### src/design/mku_pkg.sv
// ----------------------------------------------------------------------------
// mku_pkg
// Shared types, microcode word layout and the ITU Morse pattern table for the
// keying unit encoder.
// ----------------------------------------------------------------------------
package mku_pkg;

    // pattern storage: one bit per element, first element in the msb, 1 = dash
    localparam int PAT_W = 6;
    localparam int CNT_W = 3;
    localparam int REP_W = 3;

    localparam logic [7:0] CHAR_SPACE = 8'h20;

    // microcode addresses
    typedef logic [2:0] upc_t;
    localparam upc_t UPC_DISPATCH = 3'd0;
    localparam upc_t UPC_SPACE    = 3'd1;
    localparam upc_t UPC_BAD      = 3'd2;
    localparam upc_t UPC_LGAP     = 3'd3;
    localparam upc_t UPC_MARK     = 3'd4;
    localparam upc_t UPC_SPC      = 3'd5;
    localparam upc_t UPC_TGAP     = 3'd6;

    // how the step counter leaves a step
    typedef enum logic [1:0] {
        COND_DISPATCH = 2'd0,
        COND_NEXT     = 2'd1,
        COND_LOOP     = 2'd2
    } cond_t;

    // where the unit count of a step comes from
    typedef enum logic {
        LEN_CONST = 1'b0,
        LEN_ELEM  = 1'b1
    } len_sel_t;

    typedef struct packed {
        logic             wait_in;
        logic             emit;
        logic             key;
        logic             bad;
        len_sel_t         len_sel;
        logic [REP_W-1:0] len;
        logic             shift_pat;
        logic             dec_cnt;
        cond_t            cond;
        upc_t             target;
    } ctrl_t;

    // datapath status towards the sequencer
    typedef struct packed {
        logic start;
        upc_t disp_addr;
        logic unit_go;
        logic final_unit;
        logic more_elem;
        logic eom;
    } stat_t;

    typedef struct packed {
        logic             known;
        logic [CNT_W-1:0] len;
        logic [PAT_W-1:0] bits;
    } pat_entry_t;

    // ITU code lookup
    function automatic pat_entry_t morse_lookup(input logic [7:0] code);
        pat_entry_t e;
        e = '{known: 1'b1, len: 3'd0, bits: 6'b000000};
        unique case (code)
            8'h41: begin e.len = 3'd2; e.bits = 6'b010000; end // A
            8'h42: begin e.len = 3'd4; e.bits = 6'b100000; end // B
            8'h43: begin e.len = 3'd4; e.bits = 6'b101000; end // C
            8'h44: begin e.len = 3'd3; e.bits = 6'b100000; end // D
            8'h45: begin e.len = 3'd1; e.bits = 6'b000000; end // E
            8'h46: begin e.len = 3'd4; e.bits = 6'b001000; end // F
            8'h47: begin e.len = 3'd3; e.bits = 6'b110000; end // G
            8'h48: begin e.len = 3'd4; e.bits = 6'b000000; end // H
            8'h49: begin e.len = 3'd2; e.bits = 6'b000000; end // I
            8'h4A: begin e.len = 3'd4; e.bits = 6'b011100; end // J
            8'h4B: begin e.len = 3'd3; e.bits = 6'b101000; end // K
            8'h4C: begin e.len = 3'd4; e.bits = 6'b010000; end // L
            8'h4D: begin e.len = 3'd2; e.bits = 6'b110000; end // M
            8'h4E: begin e.len = 3'd2; e.bits = 6'b100000; end // N
            8'h4F: begin e.len = 3'd3; e.bits = 6'b111000; end // O
            8'h50: begin e.len = 3'd4; e.bits = 6'b011000; end // P
            8'h51: begin e.len = 3'd4; e.bits = 6'b110100; end // Q
            8'h52: begin e.len = 3'd3; e.bits = 6'b010000; end // R
            8'h53: begin e.len = 3'd3; e.bits = 6'b000000; end // S
            8'h54: begin e.len = 3'd1; e.bits = 6'b100000; end // T
            8'h55: begin e.len = 3'd3; e.bits = 6'b001000; end // U
            8'h56: begin e.len = 3'd4; e.bits = 6'b000100; end // V
            8'h57: begin e.len = 3'd3; e.bits = 6'b011000; end // W
            8'h58: begin e.len = 3'd4; e.bits = 6'b100100; end // X
            8'h59: begin e.len = 3'd4; e.bits = 6'b101100; end // Y
            8'h5A: begin e.len = 3'd4; e.bits = 6'b110000; end // Z
            8'h30: begin e.len = 3'd5; e.bits = 6'b111110; end // 0
            8'h31: begin e.len = 3'd5; e.bits = 6'b011110; end // 1
            8'h32: begin e.len = 3'd5; e.bits = 6'b001110; end // 2
            8'h33: begin e.len = 3'd5; e.bits = 6'b000110; end // 3
            8'h34: begin e.len = 3'd5; e.bits = 6'b000010; end // 4
            8'h35: begin e.len = 3'd5; e.bits = 6'b000000; end // 5
            8'h36: begin e.len = 3'd5; e.bits = 6'b100000; end // 6
            8'h37: begin e.len = 3'd5; e.bits = 6'b110000; end // 7
            8'h38: begin e.len = 3'd5; e.bits = 6'b111000; end // 8
            8'h39: begin e.len = 3'd5; e.bits = 6'b111100; end // 9
            8'h2E: begin e.len = 3'd6; e.bits = 6'b010101; end // full stop
            8'h2C: begin e.len = 3'd6; e.bits = 6'b110011; end // comma
            8'h3A: begin e.len = 3'd6; e.bits = 6'b111000; end // colon
            8'h3F: begin e.len = 3'd6; e.bits = 6'b001100; end // question mark
            8'h27: begin e.len = 3'd6; e.bits = 6'b011110; end // apostrophe
            8'h2D: begin e.len = 3'd6; e.bits = 6'b100001; end // hyphen
            8'h2F: begin e.len = 3'd5; e.bits = 6'b100100; end // slash
            8'h28: begin e.len = 3'd5; e.bits = 6'b101100; end // open bracket
            8'h29: begin e.len = 3'd6; e.bits = 6'b101101; end // close bracket
            8'h22: begin e.len = 3'd6; e.bits = 6'b010010; end // quote
            8'h3D: begin e.len = 3'd5; e.bits = 6'b100010; end // equals
            8'h2B: begin e.len = 3'd5; e.bits = 6'b010100; end // plus
            8'h40: begin e.len = 3'd6; e.bits = 6'b011010; end // at sign
            default: e.known = 1'b0;
        endcase
        return e;
    endfunction

endpackage

### src/design/mku_ucode_rom.sv
// ----------------------------------------------------------------------------
// mku_ucode_rom
// Read-only control store: one control word per sequencer step.
// ----------------------------------------------------------------------------
module mku_ucode_rom
    import mku_pkg::*;
(
    input  upc_t  upc,
    output ctrl_t ctrl
);

    // program: dispatch, space run, bad flag, letter gap, mark, element
    // space (loops back to mark), trailing gap
    always_comb
    begin
        ctrl         = '0;
        ctrl.len_sel = LEN_CONST;
        ctrl.cond    = COND_DISPATCH;
        ctrl.target  = UPC_DISPATCH;
        unique case (upc)
            UPC_DISPATCH:
            begin
                ctrl.wait_in = 1'b1;
            end
            UPC_SPACE:
            begin
                ctrl.emit = 1'b1;
                ctrl.len  = 3'd6;
                ctrl.cond = COND_NEXT;
            end
            UPC_BAD:
            begin
                ctrl.emit = 1'b1;
                ctrl.bad  = 1'b1;
                ctrl.len  = 3'd1;
                ctrl.cond = COND_NEXT;
            end
            UPC_LGAP:
            begin
                ctrl.emit   = 1'b1;
                ctrl.len    = 3'd2;
                ctrl.cond   = COND_NEXT;
                ctrl.target = UPC_MARK;
            end
            UPC_MARK:
            begin
                ctrl.emit      = 1'b1;
                ctrl.key       = 1'b1;
                ctrl.len_sel   = LEN_ELEM;
                ctrl.shift_pat = 1'b1;
                ctrl.cond      = COND_NEXT;
                ctrl.target    = UPC_SPC;
            end
            UPC_SPC:
            begin
                ctrl.emit    = 1'b1;
                ctrl.len     = 3'd1;
                ctrl.dec_cnt = 1'b1;
                ctrl.cond    = COND_LOOP;
                ctrl.target  = UPC_MARK;
            end
            UPC_TGAP:
            begin
                ctrl.emit = 1'b1;
                ctrl.len  = 3'd2;
                ctrl.cond = COND_NEXT;
            end
            default:
            begin
                ctrl.wait_in = 1'b1;
            end
        endcase
    end

endmodule

### src/design/mku_sequencer.sv
// ----------------------------------------------------------------------------
// mku_sequencer
// Step counter with conditional jumps and the character dispatch branch.
// ----------------------------------------------------------------------------
module mku_sequencer
    import mku_pkg::*;
(
    input  logic  clk,
    input  logic  rst_n,
    input  ctrl_t ctrl,
    input  stat_t stat,
    output upc_t  upc,
    output upc_t  exit_addr
);

    upc_t upc_reg;
    upc_t upc_next;

    // address taken once the current step has issued its final unit
    always_comb
    begin
        unique case (ctrl.cond)
            COND_NEXT:
                exit_addr = ctrl.target;
            COND_LOOP:
            begin
                if (stat.more_elem)
                    exit_addr = ctrl.target;
                else if (stat.eom)
                    exit_addr = upc_reg + 3'd1;
                else
                    exit_addr = UPC_DISPATCH;
            end
            default:
                exit_addr = UPC_DISPATCH;
        endcase
    end

    // step counter update
    always_comb
    begin
        upc_next = upc_reg;
        if (ctrl.wait_in)
        begin
            if (stat.start)
                upc_next = stat.disp_addr;
        end
        else if (stat.unit_go && stat.final_unit)
        begin
            upc_next = exit_addr;
        end
    end

    always_ff @(posedge clk or negedge rst_n)
    begin
        if (!rst_n)
            upc_reg <= UPC_DISPATCH;
        else
            upc_reg <= upc_next;
    end

    assign upc = upc_reg;

endmodule

### src/design/mku_datapath.sv
// ----------------------------------------------------------------------------
// mku_datapath
// Character decode, element pattern shifter, unit counters, letter-gap flag
// and the output register.
// ----------------------------------------------------------------------------
module mku_datapath
    import mku_pkg::*;
(
    input  logic       clk,
    input  logic       rst_n,
    input  ctrl_t      ctrl,
    input  upc_t       exit_addr,
    input  logic       in_valid,
    output logic       in_ready,
    input  logic [7:0] char_code,
    input  logic       end_of_message,
    output logic       out_valid,
    input  logic       out_ready,
    output logic       key_on,
    output logic       bad_char,
    output logic       last_unit,
    output stat_t      stat
);

    logic [PAT_W-1:0] pat_reg;
    logic [PAT_W-1:0] pat_next;
    logic [CNT_W-1:0] cnt_reg;
    logic [CNT_W-1:0] cnt_next;
    logic [REP_W-1:0] rep_reg;
    logic [REP_W-1:0] rep_next;
    logic             gap_reg;
    logic             gap_next;
    logic             eom_reg;
    logic             eom_next;
    logic             out_valid_reg;
    logic             out_valid_next;
    logic             key_reg;
    logic             bad_reg;
    logic             last_reg;

    pat_entry_t       entry;
    logic             is_space;
    logic             start;
    logic             unit_go;
    logic             final_unit;
    logic [REP_W-1:0] unit_len;
    upc_t             disp_addr;

    // decode of the offered character
    assign entry    = morse_lookup(char_code);
    assign is_space = (char_code == CHAR_SPACE);

    always_comb
    begin
        if (is_space)
            disp_addr = UPC_SPACE;
        else if (!entry.known)
            disp_addr = UPC_BAD;
        else if (gap_reg)
            disp_addr = UPC_LGAP;
        else
            disp_addr = UPC_MARK;
    end

    // handshake and unit issue
    assign in_ready = ctrl.wait_in;
    assign start    = in_valid && ctrl.wait_in;
    assign unit_go  = ctrl.emit && (!out_valid_reg || out_ready);

    // units in the current step: dash is three on, dot one on
    always_comb
    begin
        unique case (ctrl.len_sel)
            LEN_ELEM: unit_len = pat_reg[PAT_W-1] ? 3'd3 : 3'd1;
            default:  unit_len = ctrl.len;
        endcase
    end

    assign final_unit = (rep_reg == unit_len - 3'd1);

    // working registers
    always_comb
    begin
        pat_next = pat_reg;
        cnt_next = cnt_reg;
        rep_next = rep_reg;
        gap_next = gap_reg;
        eom_next = eom_reg;
        if (start)
        begin
            pat_next = entry.bits;
            cnt_next = entry.len;
            rep_next = '0;
            eom_next = end_of_message;
            if (is_space)
                gap_next = 1'b0;
            else if (!entry.known)
                gap_next = gap_reg && !end_of_message;
            else
                gap_next = !end_of_message;
        end
        else if (unit_go)
        begin
            if (final_unit)
            begin
                rep_next = '0;
                if (ctrl.shift_pat)
                    pat_next = {pat_reg[PAT_W-2:0], 1'b0};
                if (ctrl.dec_cnt)
                    cnt_next = cnt_reg - 3'd1;
            end
            else
            begin
                rep_next = rep_reg + 3'd1;
            end
        end
    end

    always_ff @(posedge clk or negedge rst_n)
    begin
        if (!rst_n)
        begin
            pat_reg <= '0;
            cnt_reg <= '0;
            rep_reg <= '0;
            gap_reg <= 1'b0;
            eom_reg <= 1'b0;
        end
        else
        begin
            pat_reg <= pat_next;
            cnt_reg <= cnt_next;
            rep_reg <= rep_next;
            gap_reg <= gap_next;
            eom_reg <= eom_next;
        end
    end

    // output register: one unit held until its transfer
    always_comb
    begin
        if (unit_go)
            out_valid_next = 1'b1;
        else if (out_ready)
            out_valid_next = 1'b0;
        else
            out_valid_next = out_valid_reg;
    end

    always_ff @(posedge clk or negedge rst_n)
    begin
        if (!rst_n)
            out_valid_reg <= 1'b0;
        else
            out_valid_reg <= out_valid_next;
    end

    always_ff @(posedge clk)
    begin
        if (unit_go)
        begin
            key_reg  <= ctrl.key;
            bad_reg  <= ctrl.bad;
            last_reg <= final_unit && (exit_addr == UPC_DISPATCH);
        end
    end

    assign out_valid = out_valid_reg;
    assign key_on    = key_reg;
    assign bad_char  = bad_reg;
    assign last_unit = last_reg;

    // status to the sequencer
    assign stat.start      = start;
    assign stat.disp_addr  = disp_addr;
    assign stat.unit_go    = unit_go;
    assign stat.final_unit = final_unit;
    assign stat.more_elem  = (cnt_reg > 3'd1);
    assign stat.eom        = eom_reg;

endmodule

### src/design/morse_keying_unit_encoder_unit.sv
// ----------------------------------------------------------------------------
// morse_keying_unit_encoder_unit
// Morse keying unit encoder: one ASCII character in, one on/off keying unit
// out per transfer.
// ----------------------------------------------------------------------------
// Usage
//   Input channel (in_valid/in_ready): char_code and end_of_message. A
//   character is taken only while the sequencer sits at its dispatch step.
//   Output channel (out_valid/out_ready): one keying unit per transfer with
//   key_on, bad_char and last_unit; last_unit marks the final unit of the
//   character. A dot is on,off and a dash on,on,on,off; a two-unit letter gap
//   is sent ahead of the next known character, a space gives six off
//   units, end_of_message flushes the owed gap, an unknown code gives one
//   flagged off unit.
//   Timing: a character giving N units (1 to 24) passes one dispatch step,
//   then one unit per cycle while the output does not stall, the microcoded
//   sequencer issuing one unit each unstalled step cycle. The first unit is
//   registered in the first unstalled step cycle and is visible in the cycle after it.
//   Stall: the output register holds one unit; while the receiver holds
//   out_ready low the sequencer waits and loses nothing.
//   Reset: asynchronous, clears the step counter, the output valid flag and
//   the owed letter gap.
// ----------------------------------------------------------------------------
module morse_keying_unit_encoder_unit
    import mku_pkg::*;
(
    input  logic       clk,
    input  logic       rst_n,
    input  logic       in_valid,
    output logic       in_ready,
    input  logic [7:0] char_code,
    input  logic       end_of_message,
    output logic       out_valid,
    input  logic       out_ready,
    output logic       key_on,
    output logic       bad_char,
    output logic       last_unit
);

    upc_t  upc;
    upc_t  exit_addr;
    ctrl_t ctrl;
    stat_t stat;

    // control store
    mku_ucode_rom u_rom (
        .upc  (upc),
        .ctrl (ctrl)
    );

    // step counter
    mku_sequencer u_seq (
        .clk       (clk),
        .rst_n     (rst_n),
        .ctrl      (ctrl),
        .stat      (stat),
        .upc       (upc),
        .exit_addr (exit_addr)
    );

    // datapath
    mku_datapath u_dp (
        .clk            (clk),
        .rst_n          (rst_n),
        .ctrl           (ctrl),
        .exit_addr      (exit_addr),
        .in_valid       (in_valid),
        .in_ready       (in_ready),
        .char_code      (char_code),
        .end_of_message (end_of_message),
        .out_valid      (out_valid),
        .out_ready      (out_ready),
        .key_on         (key_on),
        .bad_char       (bad_char),
        .last_unit      (last_unit),
        .stat           (stat)
    );

    // every character produces at least one unit, so the block is busy after
    a_busy_after_accept: assert property (@(posedge clk) disable iff (!rst_n)
        (in_valid && in_ready) |=> !in_ready)
        else $error("input taken again straight after a transfer");

    // a flagged unit is always the single off unit of its character
    a_bad_is_single: assert property (@(posedge clk) disable iff (!rst_n)
        (out_valid && bad_char) |-> (last_unit && !key_on))
        else $error("bad character unit not a lone off unit");

    // a character always finishes on an off unit
    a_last_is_off: assert property (@(posedge clk) disable iff (!rst_n)
        (out_valid && key_on) |-> !last_unit)
        else $error("character ended on an on unit");

endmodule

### config.mk
export PLATFORM = sky130hd
export DESIGN_NAME = morse_keying_unit_encoder_unit
export DESIGN_NICKNAME = d
export VERILOG_FILES = /design/src/design/mku_pkg.sv /design/src/design/mku_ucode_rom.sv /design/src/design/mku_sequencer.sv /design/src/design/mku_datapath.sv /design/src/design/morse_keying_unit_encoder_unit.sv
export SDC_FILE = /design/constraint.sdc
export NUM_CORES = 1
export LEC_CHECK = 0
export BUFFER_PORTS_ARGS = -buffer_cell sky130_fd_sc_hd__buf_2
export CAP_MARGIN = 20
export CORE_ASPECT_RATIO = 0.8
export CORE_MARGIN = 5
export CORE_UTILIZATION = 55
export CTS_CLUSTER_SIZE = 12
export DETAILED_ROUTE_END_ITERATION = 8
export PLACE_DENSITY_LB_ADDON = 0.25
export SETUP_SLACK_MARGIN = 0.4
export SYNTH_ARGS = -nofsm -noshare
export SYNTH_HDL_FRONTEND = slang
export SYNTH_SLANG_ARGS = --single-unit
### constraint.sdc
create_clock -name clk -period 2.8 [get_ports clk]
set_clock_uncertainty 0.2 [all_clocks]
set_input_delay 0.28 -clock clk [delete_from_list [all_inputs] [get_ports clk]]
set_output_delay 0.28 -clock clk [all_outputs]
set_load 0.02 [all_outputs]
After elaboration in Yosys (flattened, before gate mapping)
Index checks and enable logic that the tools add are counted.

Add/sub/neg operators: 4. Reductions and logical operators: 24. Equality and inequality tests: 60. Multiplexer cells: 36. Magnitude comparators: 1.

Operators with widths (number): case mux 9 bit (49 select lines) (1); == test 8 x 7 -> 1 bit, second input constant (27); == test 8 x 6 -> 1 bit, second input constant (23); OR reduction 49 bit (1); two-way mux 3 bit (16); two-way mux 6 bit (4); case mux 3 bit (2 select lines) (2); nonzero test 2 bit (6); two-way mux 1 bit (10); == test 3 bit, second input constant (3); case mux 3 bit (3 select lines) (1); adder 3 x 1 -> 3 bit, second input constant (2); == test 3 x 2 -> 1 bit, second input constant (2); AND reduction 3 bit (2); OR reduction 2 bit (3); OR reduction 6 bit (1); subtractor 3 x 1 -> 3 bit, second input constant (2); logical AND 1 bit (5); OR reduction 5 bit (1); case mux 2 bit (2 select lines) (1); == test 3 x 1 -> 1 bit, second input constant (1); == test 3 bit (1); > comparator 3 x 1 -> 1 bit, second input constant (1); logical NOT 3 bit (1); other kinds (7) (8).

Logic and storage cells: 135. Bits in registers: 21.

Logic depth before layout (Yosys ltp)
Gate-level depths: netlist of run 1.

Depth after elaboration: 9. Mapped depth: 13. Mapped depth without buffers: 13.

By module
From an unflattened synthesis of run 1, not the netlist that was laid out.

Cells, all modules: 307. Area total of the unflattened synthesis: 2457.4 um^2.

By module, submodules not included: mku_datapath (area each 2015.7 um^2, sequential area each 465.4 um^2, cells each 249, times used 1); mku_sequencer (area each 291.5 um^2, sequential area each 75.1 um^2, cells each 34, times used 1); mku_ucode_rom (area each 150.1 um^2, sequential area each 0.0 um^2, cells each 24, times used 1).

Worst setup path after synthesis of run 1
Ideal clock, no wire load.

Path type: register to register. Start point: register u_seq.upc_reg[0], in the netlist u_seq.upc[0]. End point: register u_dp.last_reg, in the netlist u_dp.last_unit, data pin. Setup slack: 0.002 ns. Arrival: 2.328 ns. Path buffers: 0. Stages on the path, launching flop included: 11. Clock period less this slack: 2.798 ns. Cells stage by stage: dfrtp_1 -> ha_1 -> ha_1 -> or4_1 -> inv_1 -> ha_1 -> nand2_1 -> or3_1 -> o32a_1 -> a21oi_1 -> nor3_1.

Longest elaborated chain between the ends: 7. Elaborated cells on any way between the ends: 25. Classes of those cells: add/sub: 2; eq/ne: 9; mux: 8; reduce/logical: 6.

Ends and longest elaborated chain: from (decl) (RTL line mku_sequencer.sv:16) `upc_t upc_reg;`; from (signal assigned) (RTL line mku_sequencer.sv:59) `upc_reg <= upc_next;`; == test 3 x 2 -> 1 bit (tied with other cells) (RTL line mku_ucode_rom.sv:20) `unique case (upc)`; OR reduction 2 bit (no line) / OR reduction 5 bit (equally long branches); case mux 3 bit (3 select lines) (tied with other cells) (RTL line mku_ucode_rom.sv:20); two-way mux 3 bit (tied with other cells) (RTL line mku_datapath.sv:73) `unique case (ctrl.len_sel)`; subtractor 3 x 1 -> 3 bit / case mux 3 bit (2 select lines) (equally long branches) (RTL line mku_datapath.sv:79, mku_sequencer.sv:22); == test 3 bit / logical NOT 3 bit (equally long branches) (RTL line mku_datapath.sv:79, mku_datapath.sv:164); logical AND 1 bit * (RTL line mku_datapath.sv:164) `last_reg <= final_unit && (exit_addr == UPC_DISPATCH);`; to (signal assigned) (RTL line mku_datapath.sv:164); to (decl) (RTL line mku_datapath.sv:39) `logic last_reg;`.

Every way passes the cells marked *; elsewhere a longest branch is shown, timed or not. A chain may end at the register's enable or synchronous reset.

Final worst setup path of run 1
Start point: register u_seq.upc_reg[0], in the netlist u_seq.upc[0]. End point: register u_seq.upc_reg[2], in the netlist u_seq.upc[2].

Longest elaborated chain between the ends: 9. Elaborated cells on any way between the ends: 34. Classes of those cells: add/sub: 2; eq/ne: 10; mux: 12; reduce/logical: 10.

Ends and longest elaborated chain: == test 3 x 2 -> 1 bit / == test 3 bit (equally long branches) (RTL line mku_ucode_rom.sv:20); OR reduction 2 bit (no line); case mux 3 bit (3 select lines) (RTL line mku_ucode_rom.sv:20); two-way mux 3 bit (RTL line mku_datapath.sv:73); subtractor 3 x 1 -> 3 bit (RTL line mku_datapath.sv:79) `assign final_unit = (rep_reg == unit_len - 3'd1);`; == test 3 bit (RTL line mku_datapath.sv:79); logical AND 1 bit (RTL line mku_sequencer.sv:48) `else if (stat.unit_go && stat.final_unit)`; inequality test 2 x 1 -> 1 bit (no line); AND reduction 2 bit (no line).

Several ways; a longest one is shown, not always the timed one. The select of a mux whose other input is x is not followed.

==> metrics.txt, run 1 <==
# TYPE chip_impl_metric gauge
chip_impl_metric{name="cts_max_level",unit=""} 1
chip_impl_metric{name="synth.yosys.seq_area_share",unit="%"} 23.6
chip_impl_metric{name="area_fraction_in_compound_gates_after_synthesis",unit="%"} 27.6
chip_impl_info{name="setup.worst_path.end_class",value="flip-flop"} 1
chip_impl_info{name="cell_chain_of_the_critical_path",value="ha_2 -> ha_2 -> or4_4 -> inv_2 -> ha_4 -> nand2_1 -> or3_4 -> o32a_1 -> nor4_2 -> a31oi_2 -> o31ai_2"} 1
chip_impl_metric{name="synth_enable_flop_cells",unit=""} 3
chip_impl_info{name="layout.cells.most_common",value="sky130_fd_sc_hd__nor2_1"} 1
chip_impl_metric{name="net_count_of_the_mapped_netlist",unit=""} 316
chip_impl_metric{name="grt_start_max_net_pins",unit=""} 27
chip_impl_metric{name="insertion_delay",unit="ns"} 0.27
chip_impl_metric{name="flow.area_growth_from_synthesis",unit="%"} 25.1
chip_impl_metric{name="worstPathArrival",unit="ns"} 2.85
chip_impl_info{name="tritoncts",value="yes"} 1
chip_impl_metric{name="final.setup.worst_slack",unit="ns"} -0.0687
chip_impl_metric{name="io_pins",unit=""} 18
chip_impl_metric{name="design.final.nets",unit=""} 349
chip_impl_info{name="critPathLaunchType",value="flip-flop"} 1
chip_impl_metric{name="max_freq",unit="MHz"} 349
chip_impl_metric{name="timing.max_cap.violations",unit=""} 0
chip_impl_metric{name="synthesized_instance_count",unit=""} 291
chip_impl_metric{name="synthXorXnorAreaFrac",unit="%"} 2.29
chip_impl_metric{name="post_route_cells_drive_above_1_share",unit="%"} 31.6
chip_impl_metric{name="design_area",unit="um2"} 2870
chip_impl_metric{name="instance_area_at_placement",unit="um2"} 2600
chip_impl_metric{name="grt_pass1_vias",unit=""} 2206
chip_impl_metric{name="drtAntennaViolNets",unit=""} 0
chip_impl_metric{name="chipHeight",unit="um"} 67.7
chip_impl_info{name="rsz0062_at_grt",value="yes"} 1
chip_impl_metric{name="drc",unit=""} 0
chip_impl_info{name="hold_class",value="input port to flip-flop"} 1
chip_impl_metric{name="synth_simple_gate_area_share",unit="%"} 28.7
chip_impl_metric{name="hold_violations",unit=""} 0
chip_impl_metric{name="synth-async-reset-ratio",unit="%"} 85.7
chip_impl_metric{name="detailroute.via_count",unit=""} 2501
chip_impl_metric{name="slew_violations",unit=""} 0
chip_impl_metric{name="post_synth_adder_cell_area",unit="%"} 6.55
chip_impl_metric{name="via_density_per_instance",unit=""} 6.58
chip_impl_metric{name="dieArea",unit="um2"} 5560
chip_impl_metric{name="max_slew_margin",unit="%"} 64.1
chip_impl_metric{name="finalSetupTns",unit="ns"} -0.112
chip_impl_metric{name="mappedNetlistArea",unit="um2"} 2290
chip_impl_metric{name="critPathRequiredTime",unit="ns"} 2.78
chip_impl_info{name="cp_common_cell",value="sky130_fd_sc_hd__ha_2"} 1
chip_impl_metric{name="io_buffers",unit=""} 17
chip_impl_metric{name="route.detailed.wl_per_inst",unit="um"} 18.6
chip_impl_metric{name="yosys.cell_types.count",unit=""} 67
chip_impl_metric{name="drt_pass1_iterations",unit=""} 5
chip_impl_info{name="run_status",value="complete, but fails checks"} 1
chip_impl_info{name="cts_root_buf",value="sky130_fd_sc_hd__clkbuf_8"} 1
chip_impl_metric{name="finalWeightedCongestion",unit=""} 1.03
chip_impl_metric{name="cp_slowest_stage_delay",unit="ns"} 0.49
chip_impl_metric{name="fin_total_pwr",unit="mW"} 2.79
chip_impl_metric{name="setup_viol_count_final",unit=""} 2
chip_impl_info{name="violations",value="setup timing"} 1
chip_impl_metric{name="timing.final.crit_share",unit="%"} 102
chip_impl_metric{name="grt_antenna_before_repair",unit=""} 0
chip_impl_metric{name="initial_core_util",unit="%"} 55.9
chip_impl_metric{name="core.rowCount",unit=""} 21
chip_impl_metric{name="cts_buffer_depth",unit=""} 2
chip_impl_metric{name="synthesis.yosys.warnings",unit=""} 0
chip_impl_metric{name="power.ir.vdd_worst",unit="mV"} 0.582
chip_impl_info{name="largest_family_of_logic_cells_by_synthesized_area",value="simple AND/OR/NAND/NOR gates"} 1
chip_impl_metric{name="numCtsBuffers",unit=""} 3
chip_impl_metric{name="dieWidth",unit="um"} 82.2
chip_impl_info{name="worst-setup-path-type",value="flip-flop to flip-flop"} 1
chip_impl_metric{name="core_area",unit="um2"} 4100
chip_impl_metric{name="global_route.usage.total",unit="%"} 25.8
chip_impl_metric{name="tightestPinTransition",unit="ns"} 0.532
chip_impl_metric{name="worst-path-max-fanout",unit=""} 5
chip_impl_metric{name="synth.ff_latch_count",unit=""} 21
chip_impl_metric{name="final.fill_count",unit=""} 314
chip_impl_info{name="cp_slowest_cell",value="sky130_fd_sc_hd__or4_4"} 1
chip_impl_metric{name="pwrdens",unit="nW/um2"} 972
chip_impl_metric{name="hpwl",unit="um"} 4970
chip_impl_metric{name="cts.reportedPaths.clkPinSlew",unit="ns"} 0.08
chip_impl_metric{name="largest_reg_flops",unit=""} 6
chip_impl_metric{name="cts_sinks",unit=""} 21
chip_impl_metric{name="avgSynthCellArea",unit="um2"} 7.87
chip_impl_metric{name="dr.first_iter.drc_count",unit=""} 452
chip_impl_metric{name="wirelength",unit="um"} 7070
chip_impl_info{name="commonest_cells_after_routing_fill_and_taps_aside",value="28 x sky130_fd_sc_hd__nor2_1, 26 x sky130_fd_sc_hd__buf_4, 25 x sky130_fd_sc_hd__nand2_1"} 1
chip_impl_info{name="synth_ff_type",value="sky130_fd_sc_hd__dfrtp_1"} 1
chip_impl_metric{name="period_minus_slack",unit="ns"} 2.87
chip_impl_metric{name="overflow",unit=""} 0
chip_impl_metric{name="muxShareOfSynthArea",unit="%"} 3.99
chip_impl_metric{name="leakagePower",unit="nW"} 1.14
chip_impl_metric{name="grt_pass1_wl",unit="um"} 11000
chip_impl_metric{name="antenna_cells_inserted",unit=""} 0
[worst paths after layout]
check                               start              end  slack (ns)  depth (start not counted)
setup / recovery             u_seq.upc[0]     u_seq.upc[2]       -0.07                         11
hold / removal             end_of_message     u_dp.eom_reg        0.02                          3
setup reg to reg             u_seq.upc[0]     u_seq.upc[2]       -0.07                         11
hold reg to reg              u_dp.eom_reg     u_dp.eom_reg        0.31                          2
max in group asynchronous           rst_n     u_seq.upc[0]        1.82                          2
min in group asynchronous           rst_n  u_dp.cnt_reg[2]        0.27                          2
[cell families (layout without fill, tap and decap cells)]
group / after synthesis / count (layout)
DFF: 21 / 21
buffers and inverters: 36 / 68
muxes: 9 / 9
AOI/OAI and AO/OA: 85 / 85
and+or+nand+nor: 122 / 122
adders and majority gates: 12 / 12
xor gates and xnor gates: 6 / 6
[worst max-delay path: cells and delay by family (launching register included)]
family	cells	cell delay (ns)
compound gates	3	0.40
flops	1	0.46
buf+inv	1	0.08
fa+ha+maj	3	0.50
simple gates	4	1.16
[power breakdown]
part	internal (mW)	total (mW)	switching (mW)
logic	0.944	1.99	1.05
registers	0.465	0.592	0.127
clock network	0.0994	0.204	0.105
[cell type report]
cell class	count	area (um2)	share of cell area (%)
Inverter	16	62.6	2.18
Clock inverter	1	5.00	0.175
Clock buffer	3	41.3	1.44
Multi-Input combinational cell	234	1810	63.1
Timing Repair Buffer	48	335	11.7
Sequential cell	21	542	18.9
Tap cell	57	71.3	2.49
[stage by stage]
stage | setup WS (ns) | hold WS, ns | util, % | instances
floorplan | 0.0833 | -0.216 | - | 291
global placement | -0.0584 | 0.0254 | 63.5 | 370
detailed placement | -0.118 | 0.0285 | 63.5 | 370
CTS | 0.0102 | 0.0148 | 68.3 | 380
global route | -0.162 | 0.0231 | 69.9 | 380
finish | -0.0687 | 0.0164 | 69.9 | 380
[per-layer routing]
layer,share of wire [%],global-route usage [%]
met3,11,6.93
met4,1.5,5.19
met5,0,0
met2,44,38.1
met1,43,37.6
[Yosys cell counts (all sizes together) (3+ instances only)]
cell | number | area [um2]
inv | 16 | 60.1
dfrtp | 18 | 450
mux2i | 8 | 80.1
o21ai | 18 | 90.1
edfxtp | 3 | 90.1
ha | 12 | 150
o22ai | 7 | 43.8
and3 | 3 | 18.8
o211ai | 4 | 35.0
nor2 | 30 | 113
a211oi | 3 | 22.5
nand2 | 27 | 101
nand3 | 12 | 60.1
nor2b | 5 | 31.3
xor2 | 4 | 35.0
nor3 | 11 | 60.1
clkbuf | 7 | 26.3
o32a | 3 | 30.0
nor4 | 3 | 25.0
a2bb2oi | 3 | 26.3
nor3b | 3 | 32.5
a21oi | 15 | 75.1
a31oi | 6 | 37.5
a221oi | 3 | 26.3
buf | 13 | 80.1
or4b | 3 | 33.8
or3 | 3 | 18.8
nand2b | 9 | 56.3
[repair_timing]
action / CTS / global route
endpoints found under the hold margin: 18 / 0
hold buffers: 1 / 0
setup buffers: 5 / 0
endpoints found under the setup margin: 16 / 21
pin swaps: 15 / 7
gates resized for setup: 21 / 12
No activity file was read; power rests on OpenSTA's default activity.
==> run 2, diff against run 1 <==
--- a/config.mk
+++ b/config.mk
@@ -13,6 +13,7 @@
 export CTS_CLUSTER_SIZE = 12
 export DETAILED_ROUTE_END_ITERATION = 8
 export PLACE_DENSITY_LB_ADDON = 0.25
+export REMOVE_ABC_BUFFERS = 1
 export SETUP_SLACK_MARGIN = 0.4
 export SYNTH_ARGS = -nofsm -noshare
 export SYNTH_HDL_FRONTEND = slang
==> run 2 against run 1 <==
The run still ends with setup timing left. Flip-flop and latch count is the same. Utilization grew 1.9 points. Clock power is essentially flat. Maximum frequency shrank 0.86%. Clock-buffer cell count grew 1. Sequential share of layout area shrank 0.45 points. Global-route usage grew 0.90 points. Combinational power is essentially flat. Non-clock buffer count grew 3. Wire length grew 7.5%. Register-to-register slack lost 0.02 ns. Critical endpoint is now u_dp.cnt_reg[2]. Highest routed layer unchanged.
==> metrics.txt, run 2 (synthesis gave the netlist of run 1 again) <==
# TYPE chip_impl_metric gauge
chip_impl_metric{name="dieWidth",unit="um"} 82.2
chip_impl_metric{name="worstPathArrival",unit="ns"} 2.90
chip_impl_metric{name="r2r_slack",unit="ns"} -0.09
chip_impl_info{name="timing.critical_path.max_delay_family",value="simple AND/OR/NAND/NOR gates"} 1
chip_impl_metric{name="numCtsBuffers",unit=""} 3
chip_impl_info{name="cts_root_buf",value="sky130_fd_sc_hd__clkbuf_8"} 1
chip_impl_metric{name="largest_reg_flops",unit=""} 6
chip_impl_metric{name="grt_antenna_before_repair",unit=""} 0
chip_impl_metric{name="post_route_cells_drive_above_1_share",unit="%"} 33.4
chip_impl_metric{name="overflow",unit=""} 0
chip_impl_info{name="cell_chain_of_the_critical_path",value="buf_6 -> buf_6 -> ha_4 -> nor3b_4 -> or2_4 -> ha_4 -> xor2_2 -> xnor2_1 -> o211ai_2 -> buf_6 -> or3_4 -> xor2_2 -> a21oi_1"} 1
chip_impl_metric{name="grt_start_max_net_pins",unit=""} 19
chip_impl_metric{name="p_sw_share",unit="%"} 46.2
chip_impl_metric{name="pwrdens",unit="nW/um2"} 951
chip_impl_metric{name="io_buffers",unit=""} 17
chip_impl_metric{name="via_density_per_instance",unit=""} 6.62
chip_impl_metric{name="cts_sinks",unit=""} 21
chip_impl_metric{name="final.setup.worst_slack",unit="ns"} -0.0936
chip_impl_metric{name="insertion_delay",unit="ns"} 0.27
chip_impl_metric{name="finalWeightedCongestion",unit=""} 1.10
chip_impl_info{name="hold-path-endpoint",value="u_dp.eom_reg"} 1
chip_impl_metric{name="critical_path_buf_inv_count",unit=""} 3
chip_impl_metric{name="slew_violations",unit=""} 0
chip_impl_info{name="cp_common_cell",value="sky130_fd_sc_hd__buf_6"} 1
chip_impl_info{name="r2r_end",value="u_dp.cnt_reg[2]"} 1
chip_impl_metric{name="tightestPinTransition",unit="ns"} 0.645
chip_impl_metric{name="timing.final.crit_share",unit="%"} 103
chip_impl_metric{name="drc",unit=""} 0
chip_impl_metric{name="initial_core_util",unit="%"} 55.9
chip_impl_info{name="layout.cells.most_common",value="sky130_fd_sc_hd__nor2_1"} 1
chip_impl_metric{name="design.final.nets",unit=""} 352
chip_impl_metric{name="dieArea",unit="um2"} 5560
chip_impl_metric{name="share_clk_of_total_power",unit="%"} 7.3
chip_impl_metric{name="worst_r2r_path_depth",unit=""} 13
chip_impl_info{name="violations",value="setup timing"} 1
chip_impl_metric{name="core_area",unit="um2"} 4100
chip_impl_metric{name="period_minus_slack",unit="ns"} 2.89
chip_impl_info{name="critPathLaunchType",value="flip-flop"} 1
chip_impl_metric{name="max_slew_margin",unit="%"} 56.5
chip_impl_metric{name="finalSetupTns",unit="ns"} -0.545
chip_impl_metric{name="power.net_switching",unit="mW"} 1.29
chip_impl_metric{name="max_freq",unit="MHz"} 346
chip_impl_info{name="holdCritStartpoint",value="end_of_message"} 1
chip_impl_metric{name="detailroute.via_count",unit=""} 2534
chip_impl_metric{name="global_route.usage.total",unit="%"} 26.7
chip_impl_metric{name="antenna_cells_inserted",unit=""} 0
chip_impl_metric{name="worst-path-max-fanout",unit=""} 4
chip_impl_metric{name="flow.area_growth_from_synthesis",unit="%"} 28.5
chip_impl_metric{name="io_pins",unit=""} 18
chip_impl_metric{name="hpwl",unit="um"} 5080
chip_impl_info{name="tritoncts",value="yes"} 1
chip_impl_metric{name="core.rowCount",unit=""} 21
chip_impl_metric{name="power.ir.vdd_worst",unit="mV"} 0.517
chip_impl_metric{name="cts_buffer_depth",unit=""} 2
chip_impl_metric{name="wirelength",unit="um"} 7600
chip_impl_info{name="worst_r2r_startpoint",value="u_seq.upc[0]"} 1
chip_impl_metric{name="power.sequential.fraction",unit="%"} 21.8
chip_impl_info{name="setup.worst_path.end_class",value="flip-flop"} 1
chip_impl_info{name="hold_class",value="input port to flip-flop"} 1
chip_impl_metric{name="grt_pass1_vias",unit=""} 2289
chip_impl_metric{name="timing.hold.worst_path_depth",unit=""} 3
chip_impl_metric{name="dr.first_iter.drc_count",unit=""} 379
chip_impl_info{name="cp_slowest_cell",value="sky130_fd_sc_hd__dfrtp_2"} 1
chip_impl_metric{name="grt_pass1_wl",unit="um"} 11300
chip_impl_metric{name="leakagePower",unit="nW"} 1.16
chip_impl_metric{name="fin_total_pwr",unit="mW"} 2.80
chip_impl_metric{name="timing.max_cap.violations",unit=""} 0
chip_impl_info{name="commonest_cells_after_routing_fill_and_taps_aside",value="28 x sky130_fd_sc_hd__nor2_1, 27 x sky130_fd_sc_hd__buf_4, 24 x sky130_fd_sc_hd__nand2_1"} 1
chip_impl_metric{name="chipHeight",unit="um"} 67.7
chip_impl_info{name="worst-setup-path-type",value="flip-flop to flip-flop"} 1
chip_impl_info{name="run_status",value="complete, but fails checks"} 1
chip_impl_info{name="rsz0062_at_grt",value="yes"} 1
chip_impl_metric{name="cts.reportedPaths.clkPinSlew",unit="ns"} 0.08
chip_impl_metric{name="internal-power",unit="mW"} 1.50
chip_impl_metric{name="setup_viol_count_final",unit=""} 10
chip_impl_metric{name="critPathRequiredTime",unit="ns"} 2.80
chip_impl_metric{name="combinationalPowerShare",unit="%"} 70.9
chip_impl_metric{name="hold_violations",unit=""} 0
chip_impl_metric{name="final.fill_count",unit=""} 309
chip_impl_metric{name="drtAntennaViolNets",unit=""} 0
chip_impl_metric{name="drt_pass1_iterations",unit=""} 5
chip_impl_metric{name="cts_max_level",unit=""} 1
chip_impl_metric{name="route.detailed.wl_per_inst",unit="um"} 19.9
chip_impl_metric{name="cp_slowest_stage_delay",unit="ns"} 0.47
## run 2: cell count changes in the layout (fill, tap and decap cells not counted), moves of 2 or more
cell and change:
sky130_fd_sc_hd__buf_6 +3, sky130_fd_sc_hd__ha_2 -3, sky130_fd_sc_hd__ha_4 +3, sky130_fd_sc_hd__nand2_2 +2
## run 2: repair_timing
| action | in CTS | in global routing |
|---|---|---|
| hold endpoints to repair | 18 | 0 |
| buffers inserted | 4 | 2 |
| pin swaps | 12 | 19 |
| hold buffers | 1 | 0 |
| setup endpoints to repair | 16 | 19 |
| gates resized for setup | 37 | 28 |
## run 2: stage by stage
| stage | instances | setup slack (ns) | hold WS, ns | cell area, um2 | util (%) |
|---|---|---|---|---|---|
| 2_1_floorplan | 271 | 0.00174 | -0.216 | 2180 | - |
| 3_3_place_gp | 372 | -0.0377 | 0.0323 | 2540 | 62.1 |
| 3_5_place_dp | 372 | -0.156 | 0.0355 | 2540 | 62.1 |
| 4_1_cts | 381 | -0.0826 | 0.0235 | 2800 | 68.2 |
| 5_1_grt | 383 | -0.182 | 0.0262 | 2940 | 71.8 |
| 6_report | 383 | -0.0936 | 0.0162 | 2940 | 71.8 |
## run 2: layer usage
metal  track usage (%)  share of wire [%]  wire (um)
met1              38.7                 42       3170
met2              40.2                 45       3390
met3              5.33                 11        867
met4              7.05                2.4        179
met5                 0                  0          0
## run 2: final cells by class
class / instances / area [um2] / area share (%)
Clock buffer: 4 / 45.0 / 1.53
Inverter: 16 / 65.1 / 2.21
Multi-Input combinational cell: 234 / 1850 / 62.8
Sequential cell: 21 / 543 / 18.5
Tap cell: 57 / 71.3 / 2.42
Timing Repair Buffer: 51 / 372 / 12.6
## run 2: power groups by stage
stage               registers (mW)  clock network, mW  logic, mW
global placement             0.575                  0       1.35
CTS                          0.581              0.205       1.65
finish                       0.611              0.204       1.98
detailed placement           0.581                  0       1.39
floorplan                    0.591                  0      0.861
global route                 0.629              0.220       2.11
## run 2: worst max path at each step
stage / startpoint / end / depth (start not counted)
finish: u_seq.upc[0] / u_dp.cnt_reg[2] / 13
global route: u_seq.upc[0] / u_dp.pat_reg[4] / 12
CTS: u_seq.upc[0] / u_seq.upc[2] / 11
detailed placement: u_seq.upc[0] / u_seq.upc[2] / 13
global placement: u_seq.upc[0] / u_dp.pat_reg[4] / 11
floorplan: u_seq.upc[0] / u_dp.last_unit / 10
## run 2: worst reg2reg max path: cells and delay by family, from the launching register on
| kind | cells | cell delay [ns] |
|---|---|---|
| adders and majority gates | 2 | 0.28 |
| AOI/OAI and AO/OA | 2 | 0.29 |
| buffers and inverters | 3 | 0.42 |
| and+or+nand+nor | 3 | 0.72 |
| DFF | 1 | 0.47 |
| xor gates and xnor gates | 3 | 0.45 |
